`src/design/hhle_pkg.sv`:
```
// ----------------------------------------------------------------------------
// hhle_pkg
// Types and constants of the HTTP header length extractor: event codes,
// result status codes, register indexes, parse phases and the key text.
// ----------------------------------------------------------------------------
package hhle_pkg;

    // Event carried by one input item.
    localparam logic ACT_BYTE  = 1'b0;
    localparam logic ACT_CLOSE = 1'b1;

    // Configuration register indexes.
    localparam logic REG_MAX_BODY   = 1'b0;
    localparam logic REG_MAX_HEADER = 1'b1;

    // Result status codes.
    localparam logic [1:0] ST_OK      = 2'd0;
    localparam logic [1:0] ST_NO_LEN  = 2'd1;
    localparam logic [1:0] ST_CLOSED  = 2'd2;

    localparam logic [23:0] MAX_BODY_RESET   = 24'd65536;
    localparam logic [12:0] MAX_HEADER_RESET = 13'd4096;

    localparam logic [7:0] CHAR_CR = 8'd13;
    localparam logic [7:0] CHAR_LF = 8'd10;
    localparam logic [7:0] CHAR_TAB = 8'd9;
    localparam logic [7:0] CHAR_SPACE = 8'd32;
    localparam logic [7:0] CHAR_PLUS = 8'd43;
    localparam logic [7:0] CHAR_MINUS = 8'd45;
    localparam logic [7:0] CHAR_ZERO = 8'd48;
    localparam logic [7:0] CHAR_NINE = 8'd57;
    localparam logic [7:0] CHAR_UPPER_A = 8'd65;
    localparam logic [7:0] CHAR_UPPER_Z = 8'd90;

    localparam int          KEY_LEN   = 16;
    localparam logic [24:0] VALUE_SAT = 25'h1FF_FFFF;

    // Progress through the value after the key.
    typedef enum logic [3:0] {
        PH_SEARCH = 4'b0001,
        PH_SIGN   = 4'b0010,
        PH_DIGITS = 4'b0100,
        PH_DONE   = 4'b1000
    } phase_t;

    // Lower-case text of "Content-Length: ".
    function automatic logic [7:0] key_char(input logic [3:0] idx);
        logic [7:0] c;
        unique case (idx)
            4'd0:  c = "c";
            4'd1:  c = "o";
            4'd2:  c = "n";
            4'd3:  c = "t";
            4'd4:  c = "e";
            4'd5:  c = "n";
            4'd6:  c = "t";
            4'd7:  c = "-";
            4'd8:  c = "l";
            4'd9:  c = "e";
            4'd10: c = "n";
            4'd11: c = "g";
            4'd12: c = "t";
            4'd13: c = "h";
            4'd14: c = ":";
            4'd15: c = " ";
            default: c = " ";
        endcase
        return c;
    endfunction

endpackage

```
`src/design/http_header_length_extractor.sv`:
```
// ----------------------------------------------------------------------------
// http_header_length_extractor
// Finds the end of an HTTP header and the value of its Content-Length field,
// one header byte per item, and reports one result per header.
// ----------------------------------------------------------------------------
//
//  Channel   Direction  Handshake              Payload
//  input     in         in_valid / in_stall    action, data_byte
//  result    out        out_valid / out_stall  status, body_length, truncated
//  config    in         cfg_write              cfg_index, cfg_data
//
// An item is taken into an input register and processed while the skid entry
// is empty; one item per cycle is sustained in that case, and the result is registered
// as its item is processed. The matcher and accumulator update is one short step.
// Reset clears the per-header state and loads the default limits.
// A two-entry result buffer lets input continue while one result is stalled;
// in_stall rises only when both entries are full and an item is waiting.
// ----------------------------------------------------------------------------
module http_header_length_extractor
    import hhle_pkg::*;
#(
    parameter int MAX_HEADER_BYTES = 4096
)
(
    input  logic        clk,
    input  logic        rst_n,
    input  logic        in_valid,
    output logic        in_stall,
    input  logic        action,
    input  logic [7:0]  data_byte,
    output logic        out_valid,
    input  logic        out_stall,
    output logic [1:0]  status,
    output logic [23:0] body_length,
    output logic        truncated,
    input  logic        cfg_write,
    input  logic        cfg_index,
    input  logic [23:0] cfg_data
);

    localparam int LIMIT_CAP = (MAX_HEADER_BYTES < 8191) ? MAX_HEADER_BYTES : 8191;
    localparam int CNT_W     = $clog2(LIMIT_CAP + 1);

    // Configuration registers.
    logic [23:0] max_body_reg;
    logic [12:0] max_header_reg;

    // Input register.
    logic        stage_valid_reg;
    logic        stage_action_reg;
    logic [7:0]  stage_byte_reg;

    // Per-header state.
    logic [1:0]       term_reg, term_next;
    logic [4:0]       key_reg, key_next;
    phase_t           phase_reg, phase_next;
    logic             neg_reg, neg_next;
    logic [24:0]      len_reg, len_next;
    logic [CNT_W-1:0] count_reg, count_next;
    logic             stopped_reg, stopped_next;

    // Result buffer: output entry and skid entry.
    logic        out_valid_reg;
    logic [1:0]  out_status_reg;
    logic [23:0] out_body_reg;
    logic        out_trunc_reg;
    logic        skid_valid_reg;
    logic [1:0]  skid_status_reg;
    logic [23:0] skid_body_reg;
    logic        skid_trunc_reg;

    logic        in_accept;
    logic        stage_go;
    logic        res_valid;
    logic [1:0]  res_status;
    logic [23:0] res_body;
    logic        res_trunc;
    logic        push;
    logic        pop;

    logic [7:0]       b;
    logic [7:0]       folded;
    logic             is_space;
    logic             is_digit;
    logic [28:0]      len_times_ten;
    logic [28:0]      len_candidate;
    logic [1:0]       term_inc;
    logic             term_match;
    logic             by_end;
    logic             ended;
    logic [CNT_W-1:0] limit;
    logic [CNT_W-1:0] count_inc;

    assign in_accept = in_valid && !in_stall;
    assign in_stall  = stage_valid_reg && skid_valid_reg;
    assign stage_go  = stage_valid_reg && !skid_valid_reg;
    assign pop       = out_valid_reg && !out_stall;
    assign push      = stage_go && res_valid;

    assign out_valid   = out_valid_reg;
    assign status      = out_status_reg;
    assign body_length = out_body_reg;
    assign truncated   = out_trunc_reg;

    always_ff @(posedge clk or negedge rst_n)
    begin
        if (!rst_n)
        begin
            max_body_reg   <= MAX_BODY_RESET;
            max_header_reg <= MAX_HEADER_RESET;
        end
        else if (cfg_write)
        begin
            unique case (cfg_index)
                REG_MAX_BODY:   max_body_reg   <= cfg_data;
                REG_MAX_HEADER: max_header_reg <= cfg_data[12:0];
                default:        max_body_reg   <= max_body_reg;
            endcase
        end
    end

    always_ff @(posedge clk or negedge rst_n)
    begin
        if (!rst_n)
        begin
            stage_valid_reg <= 1'b0;
        end
        else if (in_accept)
        begin
            stage_valid_reg <= 1'b1;
        end
        else if (stage_go)
        begin
            stage_valid_reg <= 1'b0;
        end
    end

    always_ff @(posedge clk)
    begin
        if (in_accept)
        begin
            stage_action_reg <= action;
            stage_byte_reg   <= data_byte;
        end
    end

    // Byte classification and the times-ten step of the value.
    assign b      = stage_byte_reg;
    assign folded = (b >= CHAR_UPPER_A && b <= CHAR_UPPER_Z) ? b + 8'd32 : b;
    assign is_space = (b == CHAR_SPACE) || (b >= CHAR_TAB && b <= CHAR_CR);
    assign is_digit = (b >= CHAR_ZERO) && (b <= CHAR_NINE);
    assign len_times_ten = {1'b0, len_reg, 3'b000} + {3'b000, len_reg, 1'b0};
    assign len_candidate = len_times_ten + {21'd0, b - CHAR_ZERO};

    // The terminator alternates CR and LF.
    assign term_match = (b == (term_reg[0] ? CHAR_LF : CHAR_CR));
    assign term_inc   = term_reg + 2'd1;
    assign by_end     = term_match && (term_reg == 2'd3);

    assign limit = (max_header_reg > 13'(LIMIT_CAP)) ? CNT_W'(LIMIT_CAP)
                                                     : CNT_W'(max_header_reg);
    assign count_inc = count_reg + CNT_W'(1);
    assign ended     = by_end || (count_inc >= limit);

    always_comb
    begin
        term_next    = term_reg;
        key_next     = key_reg;
        phase_next   = phase_reg;
        neg_next     = neg_reg;
        len_next     = len_reg;
        count_next   = count_reg;
        stopped_next = stopped_reg;
        res_valid    = 1'b0;
        res_status   = ST_OK;
        res_body     = 24'd0;
        res_trunc    = 1'b0;

        if (stage_action_reg == ACT_CLOSE)
        begin
            res_valid  = 1'b1;
            res_status = ST_CLOSED;
        end
        else
        begin
            count_next = count_inc;
            if (term_match)
            begin
                term_next = term_inc;
            end
            else
            begin
                term_next = (b == CHAR_CR) ? 2'd1 : 2'd0;
            end

            if (!stopped_reg && phase_reg != PH_DONE)
            begin
                if (b == 8'd0)
                begin
                    stopped_next = 1'b1;
                end
                else
                begin
                    unique case (phase_reg)
                        PH_SEARCH:
                        begin
                            if (folded == key_char(key_reg[3:0]))
                            begin
                                key_next = key_reg + 5'd1;
                            end
                            else
                            begin
                                key_next = (folded == key_char(4'd0)) ? 5'd1 : 5'd0;
                            end
                            if (key_next == 5'(KEY_LEN))
                            begin
                                phase_next = PH_SIGN;
                            end
                        end
                        PH_SIGN:
                        begin
                            // A sign or a digit starts the digits; any other non-space byte ends the value.
                            if (b == CHAR_PLUS || b == CHAR_MINUS)
                            begin
                                neg_next   = (b == CHAR_MINUS);
                                phase_next = PH_DIGITS;
                            end
                            else if (!is_space)
                            begin
                                if (is_digit)
                                begin
                                    len_next   = len_candidate[24:0];
                                    phase_next = PH_DIGITS;
                                end
                                else
                                begin
                                    phase_next = PH_DONE;
                                end
                            end
                        end
                        PH_DIGITS:
                        begin
                            if (is_digit)
                            begin
                                len_next = (len_candidate > {4'd0, VALUE_SAT})
                                         ? VALUE_SAT : len_candidate[24:0];
                            end
                            else
                            begin
                                phase_next = PH_DONE;
                            end
                        end
                        PH_DONE:
                        begin
                            phase_next = PH_DONE;
                        end
                        default:
                        begin
                            phase_next = PH_DONE;
                        end
                    endcase
                end
            end

            if (ended)
            begin
                res_valid = 1'b1;
                res_trunc = !by_end;
                if (len_next == 25'd0 || neg_next)
                begin
                    res_status = ST_NO_LEN;
                end
                else
                begin
                    res_status = ST_OK;
                    res_body   = (len_next > {1'b0, max_body_reg})
                               ? max_body_reg : len_next[23:0];
                end
            end
        end

        if (res_valid)
        begin
            term_next    = 2'd0;
            key_next     = 5'd0;
            phase_next   = PH_SEARCH;
            neg_next     = 1'b0;
            len_next     = 25'd0;
            count_next   = '0;
            stopped_next = 1'b0;
        end
    end

    always_ff @(posedge clk or negedge rst_n)
    begin
        if (!rst_n)
        begin
            term_reg    <= 2'd0;
            key_reg     <= 5'd0;
            phase_reg   <= PH_SEARCH;
            neg_reg     <= 1'b0;
            len_reg     <= 25'd0;
            count_reg   <= '0;
            stopped_reg <= 1'b0;
        end
        else if (stage_go)
        begin
            term_reg    <= term_next;
            key_reg     <= key_next;
            phase_reg   <= phase_next;
            neg_reg     <= neg_next;
            len_reg     <= len_next;
            count_reg   <= count_next;
            stopped_reg <= stopped_next;
        end
    end

    always_ff @(posedge clk or negedge rst_n)
    begin
        if (!rst_n)
        begin
            out_valid_reg  <= 1'b0;
            skid_valid_reg <= 1'b0;
        end
        else if (skid_valid_reg)
        begin
            if (pop)
            begin
                skid_valid_reg <= 1'b0;
            end
        end
        else if (push)
        begin
            out_valid_reg <= 1'b1;
            if (out_valid_reg && !pop)
            begin
                skid_valid_reg <= 1'b1;
            end
        end
        else if (pop)
        begin
            out_valid_reg <= 1'b0;
        end
    end

    always_ff @(posedge clk)
    begin
        if (skid_valid_reg)
        begin
            if (pop)
            begin
                out_status_reg <= skid_status_reg;
                out_body_reg   <= skid_body_reg;
                out_trunc_reg  <= skid_trunc_reg;
            end
        end
        else if (push)
        begin
            if (!out_valid_reg || pop)
            begin
                out_status_reg <= res_status;
                out_body_reg   <= res_body;
                out_trunc_reg  <= res_trunc;
            end
            else
            begin
                skid_status_reg <= res_status;
                skid_body_reg   <= res_body;
                skid_trunc_reg  <= res_trunc;
            end
        end
    end

`ifndef ASSERT_OFF
    a_skid_behind_out: assert property (@(posedge clk) disable iff (!rst_n)
        skid_valid_reg |-> out_valid_reg)
        else $error("skid entry full while output entry is empty");

    a_body_only_ok: assert property (@(posedge clk) disable iff (!rst_n)
        (out_valid_reg && out_status_reg != ST_OK) |-> (out_body_reg == 24'd0))
        else $error("nonzero body length with a failing status");

    a_closed_not_trunc: assert property (@(posedge clk) disable iff (!rst_n)
        (out_valid_reg && out_status_reg == ST_CLOSED) |-> !out_trunc_reg)
        else $error("close result flagged as truncated");

    a_count_below_cap: assert property (@(posedge clk) disable iff (!rst_n)
        count_reg < CNT_W'(LIMIT_CAP))
        else $error("header byte count passed the limit");
`endif

endmodule

```
`config.mk`:
```
export PLATFORM = sky130hd
export DESIGN_NAME = http_header_length_extractor
export DESIGN_NICKNAME = d
export VERILOG_FILES = /design/src/design/hhle_pkg.sv /design/src/design/http_header_length_extractor.sv
export SDC_FILE = /design/constraint.sdc
export NUM_CORES = 1
export LEC_CHECK = 0
export BUFFER_PORTS_ARGS = -buffer_cell sky130_fd_sc_hd__buf_2
export CAP_MARGIN = 20
export CELL_PAD_IN_SITES_DETAIL_PLACEMENT = 0
export CELL_PAD_IN_SITES_GLOBAL_PLACEMENT = 1
export CORE_UTILIZATION = 43
export DETAILED_ROUTE_END_ITERATION = 12
export HOLD_SLACK_MARGIN = 0.15
export PLACE_DENSITY = 0.84
export SYNTH_ARGS = -nofsm -noshare
export SYNTH_HDL_FRONTEND = slang
export SYNTH_SLANG_ARGS = --single-unit
```
`constraint.sdc`:
```
create_clock -name clk -period 6.33 [get_ports clk]
set_clock_uncertainty 0.15 [all_clocks]
set_input_delay 0.3165 -clock clk [delete_from_list [all_inputs] [get_ports clk]]
set_output_delay 0.3165 -clock clk [all_outputs]
set_load 0.01 [all_outputs]
```
==> flow_metrics.env <==
export IMPL_status="complete, no violations"
export IMPL_crit_path_max_incr_delay_ps=490
export IMPL_power_density_mw_per_mm2=232
export IMPL_hp_class="in -> async"
export IMPL_setup_slack_ps=206
export IMPL_fillers=2445
export IMPL_rr_endpoint="body_length[13]"
export IMPL_worstSetupPathType="reg -> reg"
export IMPL_ys_seq_area_frac=0.367
export IMPL_grt_pass1_vias=9838
export IMPL_vias_per_cell=5.95
export IMPL_post_route_period_util=0.967
export IMPL_nets=1531
export IMPL_hpwlAfterDp_um=25200
export IMPL_clkLatencyLatePin_ps=430
export IMPL_postRouteAntennaNets=0
export IMPL_grt_ovfl_total=0
export IMPL_seq_area_mm2=0.00417
export IMPL_peakVddDrop_mv=0.174
export IMPL_initial_core_util=0.438
export IMPL_place_ws_ps=-309
export IMPL_setup_viol=0
export IMPL_layout_min_cycle_time_ps=6120
export IMPL_fmaxAchievable_ghz=0.163
export IMPL_syn_to_final_growth_pct=18.5
export IMPL_critPathBufInv=2
export IMPL_rr_worst_depth=24
export IMPL_die_area_mm2=0.0271
export IMPL_switching_power_mw=1.01
export IMPL_slowest_stage="fa_1"
export IMPL_crit_path_cell_trace="ha_1 > a21oi_1 > xor2_1 > fa_1 > ha_4 > a21o_1 > nand2b_1 > o21ai_2 > a21oi_1 > o211ai_1 > buf_4 > nand2_1 > nand2_1 > o211ai_1 > ha_1 > nand4_1 > nor2_2 > nand4_1 > o221ai_2 > a2111oi_4 > o21ai_2 > buf_12 > mux2i_2 > o31ai_1"
export IMPL_antenna_found_initial=0
export IMPL_async_flop_share=0.591
export IMPL_h_tree_depth=4
export IMPL_num_antenna_cells=0
export IMPL_drive_above_1_share=0.174
export IMPL_num_vias=10334
export IMPL_reg2reg_slack_ps=210
export IMPL_combPwrFrac=0.248
export IMPL_largest_reg_flops=25
export IMPL_firstDrtPassIters=5
export IMPL_drv_slew=0
export IMPL_grt_pass1_wl_um=53400
export IMPL_yosysWarnings=0
export IMPL_crit_required_ps=6320
export IMPL_cts_num_sinks=154
export IMPL_synth_area_mm2=0.0114
export IMPL_end_kind="register"
export IMPL_pwr_share_seq=0.414
export IMPL_grt_max_degree=65
export IMPL_cts_made_buffers=17
export IMPL_routabilityCongestion=0.969
export IMPL_numPortBuffers=67
export IMPL_worstPathArrival_ps=6110
export IMPL_cp_max_fo=14
export IMPL_avgSynthCellArea_um2=8.90
export IMPL_path_clk_slew_ps=70
export IMPL_wl_per_cell_um=19.7
export IMPL_fp_dieW_um=165
export IMPL_cts_tree="yes"
export IMPL_synth_nets=1418
export IMPL_synthCells=1277
export IMPL_synth_edf_count=63
export IMPL_die_h_um=165
export IMPL_layout_common_cells="199 x nand2_1, 103 x o21ai_0, 95 x ha_1, 88 x dfrtp_1, 79 x nor2_1"
export IMPL_worst_slew_pin_transition_ps=1150
export IMPL_io_pins=68
export IMPL_initialDrtViolationCount=1017
export IMPL_cap_violations=0
export IMPL_rows=59
export IMPL_synthFlopType="dfrtp_1"
export IMPL_total_power_mw=3.12
export IMPL_critical_path_top_delay_family="compound AO/OA/AOI/OAI gates"
export IMPL_max_slew_margin=0.232
export IMPL_cts_root_buf="clkbuf_16"
export IMPL_p_leak_nw=5.80
export IMPL_pwr_share_clk=0.339
export IMPL_startpoint_type="register"
export IMPL_grt_usage=0.255
export IMPL_clockBufferDepth=2
export IMPL_final_common_cell="nand2_1"
export IMPL_hold_viol=0
export IMPL_multi_input_area_mm2=0.00687
export IMPL_power_internal_mw=2.11
export IMPL_drt_total_wl_um=34300
export IMPL_drc_errors=0
export IMPL_core_area_mm2=0.0260
export IMPL_p_sw_frac=0.324
export IMPL_synth_seq_cells=154
export IMPL_ys_types=87
export IMPL_r2r_start="b[5]"
-- layout make-up --
type / instances / area share
flip-flops and latches: 154 / 0.310
multi-input cells: 998 / 0.510
clock buffers: 23 / 0.0387
inverters: 54 / 0.0150
clock inverters: 9 / 0.00734
well taps: 335 / 0.0311
repair buffers: 165 / 0.0882
-- cells in the mapped netlist (7+ instances only) --
| cell type | instances | area (um^2) |
|---|---|---|
| edfxtp_1 | 63 | 1890 |
| ha_1 | 96 | 1200 |
| o21a_1 | 15 | 113 |
| xor2_1 | 20 | 175 |
| a211oi_1 | 12 | 90.1 |
| nand2_1 | 199 | 747 |
| clkbuf_1 | 41 | 154 |
| xnor2_1 | 19 | 166 |
| dfrtp_1 | 88 | 2200 |
| nand2b_1 | 10 | 62.6 |
| nand4_1 | 22 | 138 |
| mux2i_1 | 25 | 250 |
| o21ai_0 | 106 | 531 |
| a21o_1 | 22 | 165 |
| o211ai_1 | 11 | 82.6 |
| buf_2 | 21 | 105 |
| nor4_1 | 31 | 194 |
| a21oi_1 | 66 | 330 |
| o21bai_1 | 8 | 60.1 |
| nor3_1 | 15 | 75.1 |
| nand3_1 | 33 | 165 |
| and2_1 | 7 | 43.8 |
| nor2_1 | 80 | 300 |
| inv_1 | 53 | 199 |
| and3_1 | 10 | 62.6 |
| nor2b_1 | 12 | 75.1 |
| mux2_2 | 17 | 191 |
| o31ai_1 | 40 | 300 |
| a31oi_1 | 10 | 62.6 |
-- timing repair --
| action | CTS | global route |
|---|---|---|
| setup buffers | 0 | 4 |
| pin swaps | 0 | 11 |
| gates resized for setup | 8 | 30 |
| hold buffers | 36 | 0 |
| hold endpoints to repair | 76 | 0 |
| endpoints found under the setup margin | 48 | 48 |
-- kinds of logic after synthesis --
kind of cell / count (synthesis) / synth area share
buffers and inverters: 125 / 0.0454
xor gates and xnor gates: 39 / 0.0300
and+or+nand+nor: 453 / 0.194
AOI/OAI and AO/OA: 362 / 0.209
DFF: 154 / 0.367
muxes: 42 / 0.0388
adders and majority gates: 102 / 0.116
-- power groups by stage --
stage                     registers [mW]  logic [mW]  clock network [mW]
after global placement              1.31       0.733                   0
after global routing                1.31       0.862                1.10
after CTS                           1.29       0.770                1.07
after detailed placement            1.31       0.744                   0
final                               1.29       0.775                1.06
after floorplan                     1.30       0.480                   0
-- metal layers --
metal,GRT usage,routed length (um),up-vias,part of all wire
met1,0.352,15700,4995,0.46
met4,0.0976,1060,0,0.031
met3,0.0337,1770,69,0.052
li1,-,-,4920,-
met2,0.403,15700,350,0.46
met5,0,0,-,0
-- worst max-delay path by stage --
stage          slack [ps]  from  cells after the start         endpoint
2_1_floorplan          50  b[5]                     28  body_length[10]
3_3_place_gp            1  b[5]                     27  body_length[16]
3_5_place_dp         -310  b[5]                     27   body_length[6]
4_1_cts                20  b[5]                     27  body_length[19]
5_1_grt                -5  b[5]                     27   body_length[0]
6_report              210  b[5]                     24  body_length[13]
-- metrics by stage --
step | hold slack, ps | TNS (ps) | instances | area [um^2] | util
final | 223 | 0 | 1738 | 13500 | 0.518
after floorplan | -129 | 0 | 1277 | 11400 | -
after global placement | 119 | 0 | 1666 | 12300 | 0.473
after CTS | 216 | 0 | 1734 | 13300 | 0.512
after global routing | 251 | -10.2 | 1738 | 13500 | 0.518
after detailed placement | 117 | -12270 | 1666 | 12300 | 0.473
Note: power is estimated with default switching activity, not from simulation.
